==> config.mk <==
export PLATFORM = sky130hd
export DESIGN_NAME = adaptive_step_size_controller
export DESIGN_NICKNAME = d
export VERILOG_FILES = /design/src/rtl/asc_pkg.sv /design/src/rtl/asc_ctrl.sv /design/src/rtl/asc_dp.sv /design/src/rtl/adaptive_step_size_controller.sv
export SDC_FILE = /design/constraint.sdc
export NUM_CORES = 1
export LEC_CHECK = 0
export BUFFER_PORTS_ARGS = -buffer_cell sky130_fd_sc_hd__buf_2
export CAP_MARGIN = 40
export CORE_UTILIZATION = 40
export CTS_CLUSTER_SIZE = 14
export DETAILED_ROUTE_END_ITERATION = 8
export SLEW_MARGIN = 20
export SYNTH_ARGS = -nofsm -noshare
export SYNTH_HDL_FRONTEND = slang
export SYNTH_HIERARCHICAL = 1
export SYNTH_SLANG_ARGS = --single-unit
==> constraint.sdc <==
create_clock -name clk_i -period 6.5 [get_ports clk_i]
set_clock_uncertainty 0.15 [all_clocks]
set_input_delay 0.325 -clock clk_i [delete_from_list [all_inputs] [get_ports clk_i]]
set_output_delay 0.325 -clock clk_i [all_outputs]
set_load 0.005 [all_outputs]
==> src/rtl/asc_pkg.sv <==
// Shared types and constants for the adaptive step size controller.
// Used by asc_ctrl, asc_dp and adaptive_step_size_controller; no dependencies.
`default_nettype none
package asc_pkg;

  localparam int FRAC_BITS   = 16;
  localparam int STEP_BITS   = 32;
  localparam int OUT_BITS    = STEP_BITS + 2;
  localparam int RUN_BITS    = 8;
  localparam int OSC_BITS    = 16;
  localparam int NUM_BITS    = 2 * FRAC_BITS + 1;
  localparam int DIV_STEPS   = NUM_BITS;
  localparam int DIV_CNT_BITS = $clog2(DIV_STEPS);
  localparam int PADDR_BITS  = 5;
  localparam int PDATA_BITS  = 32;
  localparam int IDX_BITS    = PADDR_BITS - 2;

  localparam logic [STEP_BITS:0] ONE_FIX =
    {{(STEP_BITS - FRAC_BITS){1'b0}}, 1'b1, {FRAC_BITS{1'b0}}};
  localparam logic [NUM_BITS-1:0] NUM_INIT = {1'b1, {(2 * FRAC_BITS){1'b0}}};
  localparam logic [STEP_BITS-1:0] RESET_STEP = ONE_FIX[STEP_BITS-1:0];
  localparam logic [STEP_BITS-1:0] RESET_LARGEST = '1;
  localparam logic [STEP_BITS-1:0] RESET_SMALLEST = STEP_BITS'(1);
  localparam logic [RUN_BITS-1:0] RESET_RUN_LEN = RUN_BITS'(3);
  localparam logic [RUN_BITS-1:0] RUN_MAX = '1;
  localparam logic [OSC_BITS-1:0] OSC_MAX = '1;

  typedef enum logic [IDX_BITS-1:0] {
    REG_INITIAL_STEP  = 3'd0,
    REG_RUN_LENGTH    = 3'd1,
    REG_SMALLEST_STEP = 3'd2,
    REG_LARGEST_STEP  = 3'd3,
    REG_RELATIVE_MODE = 3'd4
  } asc_reg_e;

  typedef enum logic [1:0] {
    ST_IDLE,
    ST_DIV,
    ST_PUSH
  } asc_state_e;

  typedef struct packed {
    logic accept;
    logic div_step;
    logic push;
  } asc_cmd_t;

  typedef struct packed {
    logic need_div;
  } asc_sts_t;

  typedef struct packed {
    logic [RUN_BITS-1:0]  run_length_to_grow;
    logic [STEP_BITS-1:0] smallest_step;
    logic [STEP_BITS-1:0] largest_step;
    logic                 relative_mode;
  } asc_cfg_t;

endpackage
`default_nettype wire

==> src/rtl/asc_ctrl.sv <==
// Sequencer for the step size controller: input/output handshakes and divide count.
// Depends on asc_pkg.
`default_nettype none
module asc_ctrl (
  input  wire logic             clk_i,
  input  wire logic             rst_ni,
  input  wire logic             in_valid_i,
  output logic                  in_ready_o,
  output logic                  out_valid_o,
  input  wire logic             out_ready_i,
  input  wire asc_pkg::asc_sts_t sts_i,
  output asc_pkg::asc_cmd_t     cmd_o
);

  asc_pkg::asc_state_e                state_q, state_d;
  logic [asc_pkg::DIV_CNT_BITS-1:0]   cnt_q, cnt_d;
  logic                               out_valid_q, out_valid_d;

  always_ff @(posedge clk_i or negedge rst_ni) begin
    if (!rst_ni) begin
      state_q     <= asc_pkg::ST_IDLE;
      cnt_q       <= '0;
      out_valid_q <= 1'b0;
    end else begin
      state_q     <= state_d;
      cnt_q       <= cnt_d;
      out_valid_q <= out_valid_d;
    end
  end

  always_comb begin
    state_d      = state_q;
    cnt_d        = cnt_q;
    cmd_o        = '0;
    in_ready_o   = 1'b0;
    out_valid_d  = out_valid_q && !out_ready_i;
    case (state_q)
      asc_pkg::ST_IDLE: begin
        in_ready_o = 1'b1;
        if (in_valid_i) begin
          cmd_o.accept = 1'b1;
          cnt_d        = asc_pkg::DIV_CNT_BITS'(asc_pkg::DIV_STEPS - 1);
          state_d      = sts_i.need_div ? asc_pkg::ST_DIV : asc_pkg::ST_PUSH;
        end
      end
      asc_pkg::ST_DIV: begin
        cmd_o.div_step = 1'b1;
        cnt_d          = cnt_q - asc_pkg::DIV_CNT_BITS'(1);
        if (cnt_q == '0) begin
          state_d = asc_pkg::ST_PUSH;
        end
      end
      asc_pkg::ST_PUSH: begin
        if (!out_valid_q || out_ready_i) begin
          cmd_o.push  = 1'b1;
          out_valid_d = 1'b1;
          state_d     = asc_pkg::ST_IDLE;
        end
      end
      default: begin
        state_d = asc_pkg::ST_IDLE;
      end
    endcase
  end

  assign out_valid_o = out_valid_q;

endmodule
`default_nettype wire

==> src/rtl/asc_dp.sv <==
// Datapath: step size state update, restoring reciprocal divider, result registers.
// Depends on asc_pkg.
`default_nettype none
module asc_dp (
  input  wire logic                          clk_i,
  input  wire logic                          rst_ni,
  input  wire asc_pkg::asc_cmd_t             cmd_i,
  output asc_pkg::asc_sts_t                  sts_o,
  input  wire asc_pkg::asc_cfg_t             cfg_i,
  input  wire logic                          restart_i,
  input  wire logic [asc_pkg::STEP_BITS-1:0] restart_step_i,
  input  wire logic                          direction_up_i,
  output logic signed [asc_pkg::OUT_BITS-1:0] step_value_o,
  output logic [asc_pkg::STEP_BITS-1:0]      current_step_o,
  output logic [asc_pkg::OSC_BITS-1:0]       oscillation_count_o
);

  logic [asc_pkg::STEP_BITS-1:0] step_q, step_d;
  logic [asc_pkg::RUN_BITS-1:0]  run_q, run_d;
  logic                          last_dir_q, last_dir_d;
  logic [asc_pkg::OSC_BITS-1:0]  osc_q, osc_d;

  logic [asc_pkg::OUT_BITS-1:0]  res_q;
  logic                          div_sel_q;
  logic [asc_pkg::STEP_BITS:0]   divisor_q;
  logic [asc_pkg::STEP_BITS:0]   rem_q;
  logic [asc_pkg::NUM_BITS-1:0]  quo_q;

  logic [asc_pkg::OUT_BITS-1:0]  step_value_q;
  logic [asc_pkg::STEP_BITS-1:0] current_step_q;
  logic [asc_pkg::OSC_BITS-1:0]  osc_out_q;

  logic                          same_dir;
  logic                          reversal;
  logic                          at_min;
  logic [asc_pkg::RUN_BITS-1:0]  run_new;
  logic [asc_pkg::STEP_BITS-1:0] step_half;
  logic [asc_pkg::STEP_BITS:0]   step_dbl;
  logic [asc_pkg::STEP_BITS-1:0] dbl_sat;
  logic [asc_pkg::STEP_BITS-1:0] dbl_clamp;
  logic [asc_pkg::STEP_BITS:0]   factor_sum;
  logic [asc_pkg::OUT_BITS-1:0]  res_new;
  logic [asc_pkg::STEP_BITS+1:0] trial;
  logic [asc_pkg::STEP_BITS+1:0] trial_diff;
  logic                          q_bit;

  always_comb begin
    same_dir  = (direction_up_i == last_dir_q);
    reversal  = !same_dir && (run_q != '0);
    if (!same_dir) begin
      run_new = asc_pkg::RUN_BITS'(1);
    end else if (run_q == asc_pkg::RUN_MAX) begin
      run_new = run_q;
    end else begin
      run_new = run_q + asc_pkg::RUN_BITS'(1);
    end
    step_half = step_q >> 1;
    step_dbl  = {step_q, 1'b0};
    dbl_sat   = step_dbl[asc_pkg::STEP_BITS] ? '1 : step_dbl[asc_pkg::STEP_BITS-1:0];
    dbl_clamp = (dbl_sat > cfg_i.largest_step) ? cfg_i.largest_step : dbl_sat;

    at_min = 1'b0;
    step_d = step_q;
    run_d  = run_new;
    if (reversal) begin
      if (step_q == cfg_i.smallest_step) begin
        at_min = 1'b1;
      end else begin
        step_d = (step_half < cfg_i.smallest_step) ? cfg_i.smallest_step : step_half;
      end
    end else if ((run_new >= cfg_i.run_length_to_grow) &&
                 (step_q < cfg_i.largest_step)) begin
      step_d = dbl_clamp;
      run_d  = run_new >> 1;
    end

    if (!at_min) begin
      osc_d = '0;
    end else if (osc_q == asc_pkg::OSC_MAX) begin
      osc_d = osc_q;
    end else begin
      osc_d = osc_q + asc_pkg::OSC_BITS'(1);
    end
    last_dir_d = direction_up_i;

    factor_sum = {1'b0, step_d} + asc_pkg::ONE_FIX;
    if (cfg_i.relative_mode) begin
      res_new = {1'b0, factor_sum};
    end else if (direction_up_i) begin
      res_new = {2'b00, step_d};
    end else begin
      res_new = asc_pkg::OUT_BITS'(0) - {2'b00, step_d};
    end
  end

  always_comb begin
    trial      = {rem_q, quo_q[asc_pkg::NUM_BITS-1]};
    trial_diff = trial - {1'b0, divisor_q};
    q_bit      = (trial >= {1'b0, divisor_q});
  end

  assign sts_o.need_div = cfg_i.relative_mode && !direction_up_i;

  always_ff @(posedge clk_i or negedge rst_ni) begin
    if (!rst_ni) begin
      step_q     <= asc_pkg::RESET_STEP;
      run_q      <= '0;
      last_dir_q <= 1'b1;
      osc_q      <= '0;
    end else if (restart_i) begin
      step_q     <= restart_step_i;
      run_q      <= '0;
      last_dir_q <= 1'b1;
      osc_q      <= '0;
    end else if (cmd_i.accept) begin
      step_q     <= step_d;
      run_q      <= run_d;
      last_dir_q <= last_dir_d;
      osc_q      <= osc_d;
    end
  end

  always_ff @(posedge clk_i) begin
    if (cmd_i.accept) begin
      res_q     <= res_new;
      div_sel_q <= sts_o.need_div;
      divisor_q <= factor_sum;
      rem_q     <= '0;
      quo_q     <= asc_pkg::NUM_INIT;
    end else if (cmd_i.div_step) begin
      rem_q <= q_bit ? trial_diff[asc_pkg::STEP_BITS:0] : trial[asc_pkg::STEP_BITS:0];
      quo_q <= {quo_q[asc_pkg::NUM_BITS-2:0], q_bit};
    end
    if (cmd_i.push) begin
      step_value_q   <= div_sel_q ?
        {{(asc_pkg::OUT_BITS - asc_pkg::FRAC_BITS - 1){1'b0}}, quo_q[asc_pkg::FRAC_BITS:0]} :
        res_q;
      current_step_q <= step_q;
      osc_out_q      <= osc_q;
    end
  end

  assign step_value_o        = step_value_q;
  assign current_step_o      = current_step_q;
  assign oscillation_count_o = osc_out_q;

endmodule
`default_nettype wire

==> src/rtl/adaptive_step_size_controller.sv <==
// Top level: configuration registers on the APB port, sequencer and datapath.
// Depends on asc_pkg, asc_ctrl and asc_dp.
//
// Each transfer on the input channel carries one direction bit and yields one
// result transfer. In absolute mode, and in relative mode going up, the input
// transfer moves the sequencer from idle to the push state, and the push loads
// the result into the output register. In relative mode going down the factor
// 1/(1+step) comes from a restoring divider that retires one quotient bit per
// cycle over 33 dividend bits in the divide state, before the push. One item
// is in flight at a time; the next input is taken once the current result sits
// in the output register, even if it has not yet been taken, and a new result
// waits for the output register to empty. Registers must be written only while
// the block is idle; the block itself does not enforce this. Writing
// initial_step restarts the step size, run and oscillation state.
`default_nettype none
module adaptive_step_size_controller (
  input  wire logic                              clk_i,
  input  wire logic                              rst_ni,
  input  wire logic                              psel,
  input  wire logic                              penable,
  input  wire logic                              pwrite,
  input  wire logic [asc_pkg::PADDR_BITS-1:0]    paddr,
  input  wire logic [asc_pkg::PDATA_BITS-1:0]    pwdata,
  output logic [asc_pkg::PDATA_BITS-1:0]         prdata,
  output logic                                   pready,
  input  wire logic                              in_valid_i,
  output logic                                   in_ready_o,
  input  wire logic                              direction_up_i,
  output logic                                   out_valid_o,
  input  wire logic                              out_ready_i,
  output logic signed [asc_pkg::OUT_BITS-1:0]    step_value_o,
  output logic [asc_pkg::STEP_BITS-1:0]          current_step_o,
  output logic [asc_pkg::OSC_BITS-1:0]           oscillation_count_o
);

  logic [asc_pkg::STEP_BITS-1:0] initial_step_q;
  logic [asc_pkg::RUN_BITS-1:0]  run_len_q;
  logic [asc_pkg::STEP_BITS-1:0] smallest_q;
  logic [asc_pkg::STEP_BITS-1:0] largest_q;
  logic                          relative_q;

  logic                          wr_en;
  logic [asc_pkg::IDX_BITS-1:0]  reg_idx;
  logic                          restart;
  asc_pkg::asc_cfg_t             cfg;
  asc_pkg::asc_cmd_t             cmd;
  asc_pkg::asc_sts_t             sts;

  assign pready  = 1'b1;
  assign wr_en   = psel && penable && pwrite;
  assign reg_idx = paddr[asc_pkg::PADDR_BITS-1:2];
  assign restart = wr_en && (reg_idx == asc_pkg::REG_INITIAL_STEP);

  always_ff @(posedge clk_i or negedge rst_ni) begin
    if (!rst_ni) begin
      initial_step_q <= asc_pkg::RESET_STEP;
      run_len_q      <= asc_pkg::RESET_RUN_LEN;
      smallest_q     <= asc_pkg::RESET_SMALLEST;
      largest_q      <= asc_pkg::RESET_LARGEST;
      relative_q     <= 1'b0;
    end else if (wr_en) begin
      case (reg_idx)
        asc_pkg::REG_INITIAL_STEP:  initial_step_q <= pwdata[asc_pkg::STEP_BITS-1:0];
        asc_pkg::REG_RUN_LENGTH:    run_len_q      <= pwdata[asc_pkg::RUN_BITS-1:0];
        asc_pkg::REG_SMALLEST_STEP: smallest_q     <= pwdata[asc_pkg::STEP_BITS-1:0];
        asc_pkg::REG_LARGEST_STEP:  largest_q      <= pwdata[asc_pkg::STEP_BITS-1:0];
        asc_pkg::REG_RELATIVE_MODE: relative_q     <= pwdata[0];
        default: begin
        end
      endcase
    end
  end

  always_comb begin
    case (reg_idx)
      asc_pkg::REG_INITIAL_STEP:  prdata = asc_pkg::PDATA_BITS'(initial_step_q);
      asc_pkg::REG_RUN_LENGTH:    prdata = asc_pkg::PDATA_BITS'(run_len_q);
      asc_pkg::REG_SMALLEST_STEP: prdata = asc_pkg::PDATA_BITS'(smallest_q);
      asc_pkg::REG_LARGEST_STEP:  prdata = asc_pkg::PDATA_BITS'(largest_q);
      asc_pkg::REG_RELATIVE_MODE: prdata = asc_pkg::PDATA_BITS'(relative_q);
      default:                    prdata = '0;
    endcase
  end

  assign cfg.run_length_to_grow = run_len_q;
  assign cfg.smallest_step      = smallest_q;
  assign cfg.largest_step       = largest_q;
  assign cfg.relative_mode      = relative_q;

  asc_ctrl u_ctrl (
    .clk_i       (clk_i),
    .rst_ni      (rst_ni),
    .in_valid_i  (in_valid_i),
    .in_ready_o  (in_ready_o),
    .out_valid_o (out_valid_o),
    .out_ready_i (out_ready_i),
    .sts_i       (sts),
    .cmd_o       (cmd)
  );

  asc_dp u_dp (
    .clk_i               (clk_i),
    .rst_ni              (rst_ni),
    .cmd_i               (cmd),
    .sts_o               (sts),
    .cfg_i               (cfg),
    .restart_i           (restart),
    .restart_step_i      (pwdata[asc_pkg::STEP_BITS-1:0]),
    .direction_up_i      (direction_up_i),
    .step_value_o        (step_value_o),
    .current_step_o      (current_step_o),
    .oscillation_count_o (oscillation_count_o)
  );

`ifndef SYNTHESIS
  a_busy_after_transfer: assert property (@(posedge clk_i) disable iff (!rst_ni)
    in_valid_i && in_ready_o |=> !in_ready_o)
    else $error("input taken while an item is in flight");

  a_push_sets_valid: assert property (@(posedge clk_i) disable iff (!rst_ni)
    cmd.push |=> out_valid_o)
    else $error("result push did not raise out_valid_o");

  a_valid_from_push: assert property (@(posedge clk_i) disable iff (!rst_ni)
    $rose(out_valid_o) |-> $past(cmd.push))
    else $error("out_valid_o rose without a result push");

  a_no_ready_in_divide: assert property (@(posedge clk_i) disable iff (!rst_ni)
    cmd.div_step |-> !in_ready_o && !cmd.push)
    else $error("input ready or push during divide");
`endif

endmodule
`default_nettype wire
; Word level (Yosys, flattened, before mapping)
; Index checks and enable logic that the tools add are counted.
[totals]
out_inout_bits = 117
reg_bits = 387
elab_cells = 116
inputBits = 45
[op_classes]
n_eq_ne = 14
n_mux = 42
reduce_logical = 27
n_addsub = 6
n_lt_le_gt_ge = 5
[ops]
columns = op, n
row1 = 32-bit two-way mux, 8
row2 = 32-bit one-hot mux with 5 select lines, 1
row3 = 33-bit two-way mux, 3
row4 = 16-bit two-way mux, 4
row5 = 8-bit two-way mux, 6
row6 = 34-bit by 33-bit >= comparator with 1-bit output, 1
row7 = "32-bit by 17-bit adder with 33-bit output, second input constant", 1
row8 = "1-bit by 32-bit subtractor with 33-bit output, first input constant", 1
row9 = 33-bit subtractor, 1
row10 = 32-bit == test, 1
row11 = 32-bit > comparator, 1
row12 = 31-bit by 32-bit less-than comparator with 1-bit output, 1
row13 = 32-bit less-than comparator, 1
row14 = 17-bit two-way mux, 1
row15 = "16-bit by 1-bit adder with 16-bit output, second input constant", 1
row16 = "16-bit == test, second input constant", 1
row17 = 2-bit AND reduction, 7
row18 = 1-bit two-way mux, 12
row19 = 6-bit one-hot mux with 2 select lines, 1
row20 = "8-bit by 1-bit adder with 8-bit output, second input constant", 1
row21 = "8-bit == test, second input constant", 1
row22 = 8-bit >= comparator, 1
row23 = 2-bit two-way mux, 4
row24 = 8-bit nonzero test, 1
row25 = other kinds (21), 33

; Depth between registers and ports, before layout
[depth]
ltp_word = 10
mapped_depth = 25
depth_no_buf = 23

; Cells and area by module
; Netlist, hierarchy kept.
[by_module_without_submodules]
columns = module, area_per_inst_um2, cells_per_inst, instances, seq_area_each_um2
row1 = asc_dp, 17505.5, 1811, 1, 7224.4
row2 = adaptive_step_size_controller, 4929.7, 338, 1, 2672.6
row3 = asc_ctrl, 486.7, 47, 1, 225.2

; Least setup slack after synthesis
; No wires, ideal clock.
[synth_timing]
kind = register -> register
startpoint = register u_ctrl.state_q[0]
endpoint = register u_dp.current_step_q, in the netlist u_dp/current_step_o[0], enable pin
path_buffers = 0
setup_ps = 550
synth_period_minus_slack_ps = 5296
stages_incl_launch_ff = 3
arrival_ps = 4596
t_required_ps = 5800
slack_ps = 1204
cell_sequence = dfrtp_1 -> nand2b_1 -> a21oi_1
[synth_rtl]
columns = item, line
row1 = from (decl), asc_ctrl.sv:15  ; asc_pkg::asc_state_e state_q, state_d;
row2 = from (signal assigned), asc_ctrl.sv:21  ; state_q <= asc_pkg::ST_IDLE;
row3 = from (signal assigned), asc_ctrl.sv:25  ; state_q <= state_d;
row4 = to (signal assigned), asc_dp.sv:138  ; current_step_q <= step_q;
row5 = to (decl), asc_dp.sv:30  ; logic [asc_pkg::STEP_BITS-1:0] current_step_q;

; Final worst setup path
[layout_timing]
startpoint = register u_dp/step_q[31] in the netlist's numbering
endpoint = register u_dp/res_q[24] in the netlist's numbering, data pin
[layout_via]
elab_chain_len = 8
elab_cells_between_ends = 15
classes_between = add/sub (2) / order compare (3) / eq/ne (1) / mux (8) / reduce/logical (1)
[layout_lines]
columns = item, line
row1 = from (decl), asc_dp.sv:18  ; logic [asc_pkg::STEP_BITS-1:0] step_q, step_d;
row2 = from (signal assigned), asc_dp.sv:106  ; step_q <= asc_pkg::RESET_STEP;
row3 = from (signal assigned), asc_dp.sv:111  ; step_q <= restart_step_i;
row4 = from (signal assigned), asc_dp.sv:116  ; step_q <= step_d;
row5 = 32-bit two-way mux, asc_dp.sv:59  ; dbl_sat = step_dbl[asc_pkg::STEP_BITS] ? '1 : step_dbl[asc_pkg::STEP_BITS-1:0];
row6 = 32-bit > comparator, asc_dp.sv:60  ; dbl_clamp = (dbl_sat > cfg_i.largest_step) ? cfg_i.largest_step : dbl_sat;
row7 = 32-bit two-way mux, asc_dp.sv:60
row8 = 32-bit two-way mux, asc_dp.sv:71  ; end else if ((run_new >= cfg_i.run_length_to_grow) &&
row9 = 32-bit two-way mux (*), asc_dp.sv:65  ; if (reversal) begin
row10 = 1-bit by 32-bit subtractor with 33-bit output, asc_dp.sv:92  ; res_new = asc_pkg::OUT_BITS'(0) - {2'b00, step_d};
row11 = 33-bit two-way mux, asc_dp.sv:89  ; end else if (direction_up_i) begin
row12 = 33-bit two-way mux (*), asc_dp.sv:87  ; if (cfg_i.relative_mode) begin
row13 = via u_dp.res_new (one bit), asc_dp.sv:42  ; logic [asc_pkg::OUT_BITS-1:0] res_new;
row14 = to (signal assigned), asc_dp.sv:125  ; res_q <= res_new;
row15 = to (decl), asc_dp.sv:23  ; logic [asc_pkg::OUT_BITS-1:0] res_q;
; Mark *: on every way through the listed nets, which the timed path passes. The rest lies on a longest branch.
; A chain may end at the register's enable or synchronous reset.

==> impl_metrics.toml <==
[synth]
synth_top_area_share_pct = 19.52
synth_edf_count = 149
async_reset_ff_share_pct = 44.30
synth_nets = 2384
synth_area_leaders = "edfxtp_1 (20%), dfrtp_1 (15%), ha_1 (7.8%), mux2_2 (7.6%), dfxtp_1 (5.8%)"
ys.flop_type = "edfxtp_1"
synth_cells = 2196
ys_seq_area_share_pct = 44.16
yosysTopAreaCell = "edfxtp_1"
yosysWarnings = 6
ys_seq_elements = 386
synth_area_mm2 = 0.02292
post_synth.cell_area_avg_um2 = 10.44
synth_cell_types = 96

[timing]
holdWs_ns = 0.04782
finalCritPeriodShare_pct = 91.93
rsz0062_at_grt = "false"
relSlewSlack_pct = 36.81
drv_slew = 0
tns_ns = 0
fmaxAchievable_mhz = 167.4
period_needed_ns = 5.975
hold_viol = 0
tightestPinTransition_ns = 0.9479
setup_violations = 0

[detailed_routing]
drt_wl_total_mm = 65.34
firstDrtPassIters = 5
num_vias = 17536
avgRoutedWirePerCell_um = 20.55
viasPerCell = 5.516
ant_nets = 0
initialDrtViolationCount = 1169
drc = 0

[grt]
grt_usage_pct = 22.44
grt_pass1_vias = 17205
antenna_found_initial = 0
grt-busiest-layer = "met2"
grt_pass1_wl_mm = 100.6
met1_usage_pct = 31.92
grt.met3_usage_pct = 3.134
grt_max_degree = 158
overflow = 0
gr-usage-met2_pct = 35.34

[floorplanning]
die_w_um = 241.4
die_h_um = 241.4
dieArea_mm2 = 0.05827
core_area_mm2 = 0.05650
num_io_pins = 162
row_count = 87
start_util_pct = 40.57

[power]
p_leak_uw = 0.01124
irDropWorstVdd_v = 0.0002513
power_per_cell_area_mw_per_mm2 = 508.9

[setup_path]
end_kind = "register"
cp_max_fo = 20
crit_path_cell_trace = "inv_1 > buf_4 > nand2_1 > ha_1 > nand4_1 > nor4_1 > and2_1 > a21oi_1 > or2_1 > buf_4 > mux2_1 > o211ai_1 > buf_4 > inv_1 > ha_1 > nand3_1 > nor3b_1 > nand2_1 > o22ai_1 > xor2_1"
cp-start-kind = "register"
arrival_ns = 6.14
critical_path_required_ns = 6.66
cpMaxStageDelayCell = "nor3b_1"
critPathMaxStageDelay_ns = 0.72
path_common_cell = "buf_4"
r2r_slack_ns = 0.52
critPathBufInv = 5
path_class = "register to register"
crit_family = "simple AND/OR/NAND/NOR gates"

[clocking]
clk_pin_slew_worst_paths_ns = 0.06
htree_levels = 2
cts_root_buf = "clkbuf_16"
cts_tree = "yes"
post-cts-setup-buffers = 0
clock_latency_ns = 0.60
hold_buffers = 35
cts_buffers = 45
cts_max_path_buffers = 3
cts.sink_count = 386
post_cts_resized = 0

[final_layout]
fill_cells = 5195
multiInputGateArea_mm2 = 0.01172
area.growth.synth_to_final_pct = 16.26
seq_area_mm2 = 0.01012
fin_nets = 2574
drive_above_1_share_pct = 22.45
num_antenna_cells = 0

[placement]
gp_congestion = 0.9360
hpwl_mm = 47.70
portBuffers = 158

[job]
maxCapViolCount = 0

[min_path]
min_path_type = "input port to register"

[status]
status = "completed"
[layout make-up]
class	instances	share of cell area [%]
multi-input combinational	1545	43.99
timing repair buffer	251	6.479
clock buffer	51	4.385
clock inverter	33	1.394
tap	756	3.550
inverter	157	2.216
sequential	386	37.98
[metrics by stage]
step                      instance area, um^2  total power [uW]  setup slack, ns  cells  utilization, %
after floorplan                         22920              8715            1.204   2196               -
after global placement                  24550             10690           0.6528   3048           43.45
after detailed placement                24690             10850           0.6307   3056           43.70
after CTS                               26580             13570           0.5900   3175           47.05
after global routing                    26650             14500           0.1393   3179           47.17
final                                   26650             13560           0.5246   3179           47.17
[worst reg2reg max path, cell delays in order, from the launching register on]
cell,delay [ns]
dfrtp_1,0.54
inv_1,0.42
buf_4,0.33
nand2_1,0.13
ha_1,0.33
nand4_1,0.21
nor4_1,0.42
and2_1,0.19
a21oi_1,0.05
or2_1,0.27
buf_4,0.22
mux2_1,0.23
o211ai_1,0.21
buf_4,0.25
inv_1,0.08
ha_1,0.22
nand3_1,0.17
nor3b_1,0.72
nand2_1,0.22
o22ai_1,0.23
xor2_1,0.11
[Yosys cell counts (59+ instances only)]
| library cell | instances |
|---|---|
| nor2_1 | 179 |
| o21ai_0 | 83 |
| a211oi_1 | 59 |
| mux2_2 | 155 |
| dfrtp_1 | 133 |
| ha_1 | 142 |
| dfxtp_1 | 66 |
| mux2i_1 | 90 |
| edfxtp_1 | 149 |
| inv_1 | 153 |
| a21oi_1 | 108 |
| xnor2_1 | 76 |
| nand2_1 | 137 |
[worst paths after layout]
check,start,endpoint,depth (start not counted)
max in group asynchronous,rst_ni,largest_q[29],4
setup reg to reg,u_dp/step_q[31],u_dp/res_q[24],20
hold reg to reg,initial_step_q[0],initial_step_q[0],1
min in group asynchronous,rst_ni,initial_step_q[31],2
hold / removal,direction_up_i,u_dp/last_dir_q,3
setup / recovery,u_dp/step_q[31],u_dp/res_q[24],20
[cell families after synthesis]
family                   share of synthesized area, %
AO/OA/AOI/OAI                                   13.36
XOR/XNOR                                        4.318
adder cells (fa/ha/maj)                         7.838
buffers and inverters                           4.891
flip-flops                                      44.16
multiplexers                                    12.58
other                                         0.01636
AND/OR/NAND/NOR                                 12.84
[routing by layer]
metal,part of all wire [%],up-vias,wire length (um)
met1,47,8635,30900
met5,0,-,0
met4,2.6,0,1673
met3,4.7,94,3044
li1,-,8356,-
met2,45,451,29720
[power breakdown]
| part | switching, uW | internal, uW | total, uW |
|---|---|---|---|
| registers | 621 | 3550 | 4170 |
| clock network | 1090 | 1550 | 2640 |
| logic | 3980 | 2770 | 6750 |
[registers in the layout (all words and copies together), names as in the netlist]
signal                    flops
u_dp/res_q                   34
u_dp/step_value_o            34
u_dp/quo_q                   33
u_dp/rem_q                   33
initial_step_q               32
largest_q                    32
smallest_q                   32
u_dp/current_step_o          32
u_dp/divisor_q               32
u_dp/step_q                  32
u_dp/osc_q                   16
u_dp/oscillation_count_o     16
run_len_q                     8
u_dp/run_q                    8
u_ctrl/cnt_q                  6
u_ctrl/state_q                2
relative_q                    1
u_ctrl/out_valid_o            1
u_dp/div_sel_q                1
u_dp/last_dir_q               1
[cell usage in the layout (no fill, tap or decap), types with 35 or more instances in the layout]
cell type / instances
mux2i_1: 90
xor2_1: 37
edfxtp_1: 149
clkbuf_16: 45
xnor2_1: 76
nor2_1: 179
nor2b_1: 36
nor3_1: 46
o21ai_0: 83
mux2_2: 155
buf_4: 46
buf_2: 157
dlygate4sd3_1: 35
nand2_1: 137
dfstp_2: 38
dfxtp_1: 66
a211oi_1: 59
dfrtp_1: 133
inv_1: 153
a21oi_1: 106
ha_1: 142
Power figures use the tool's default switching activity.
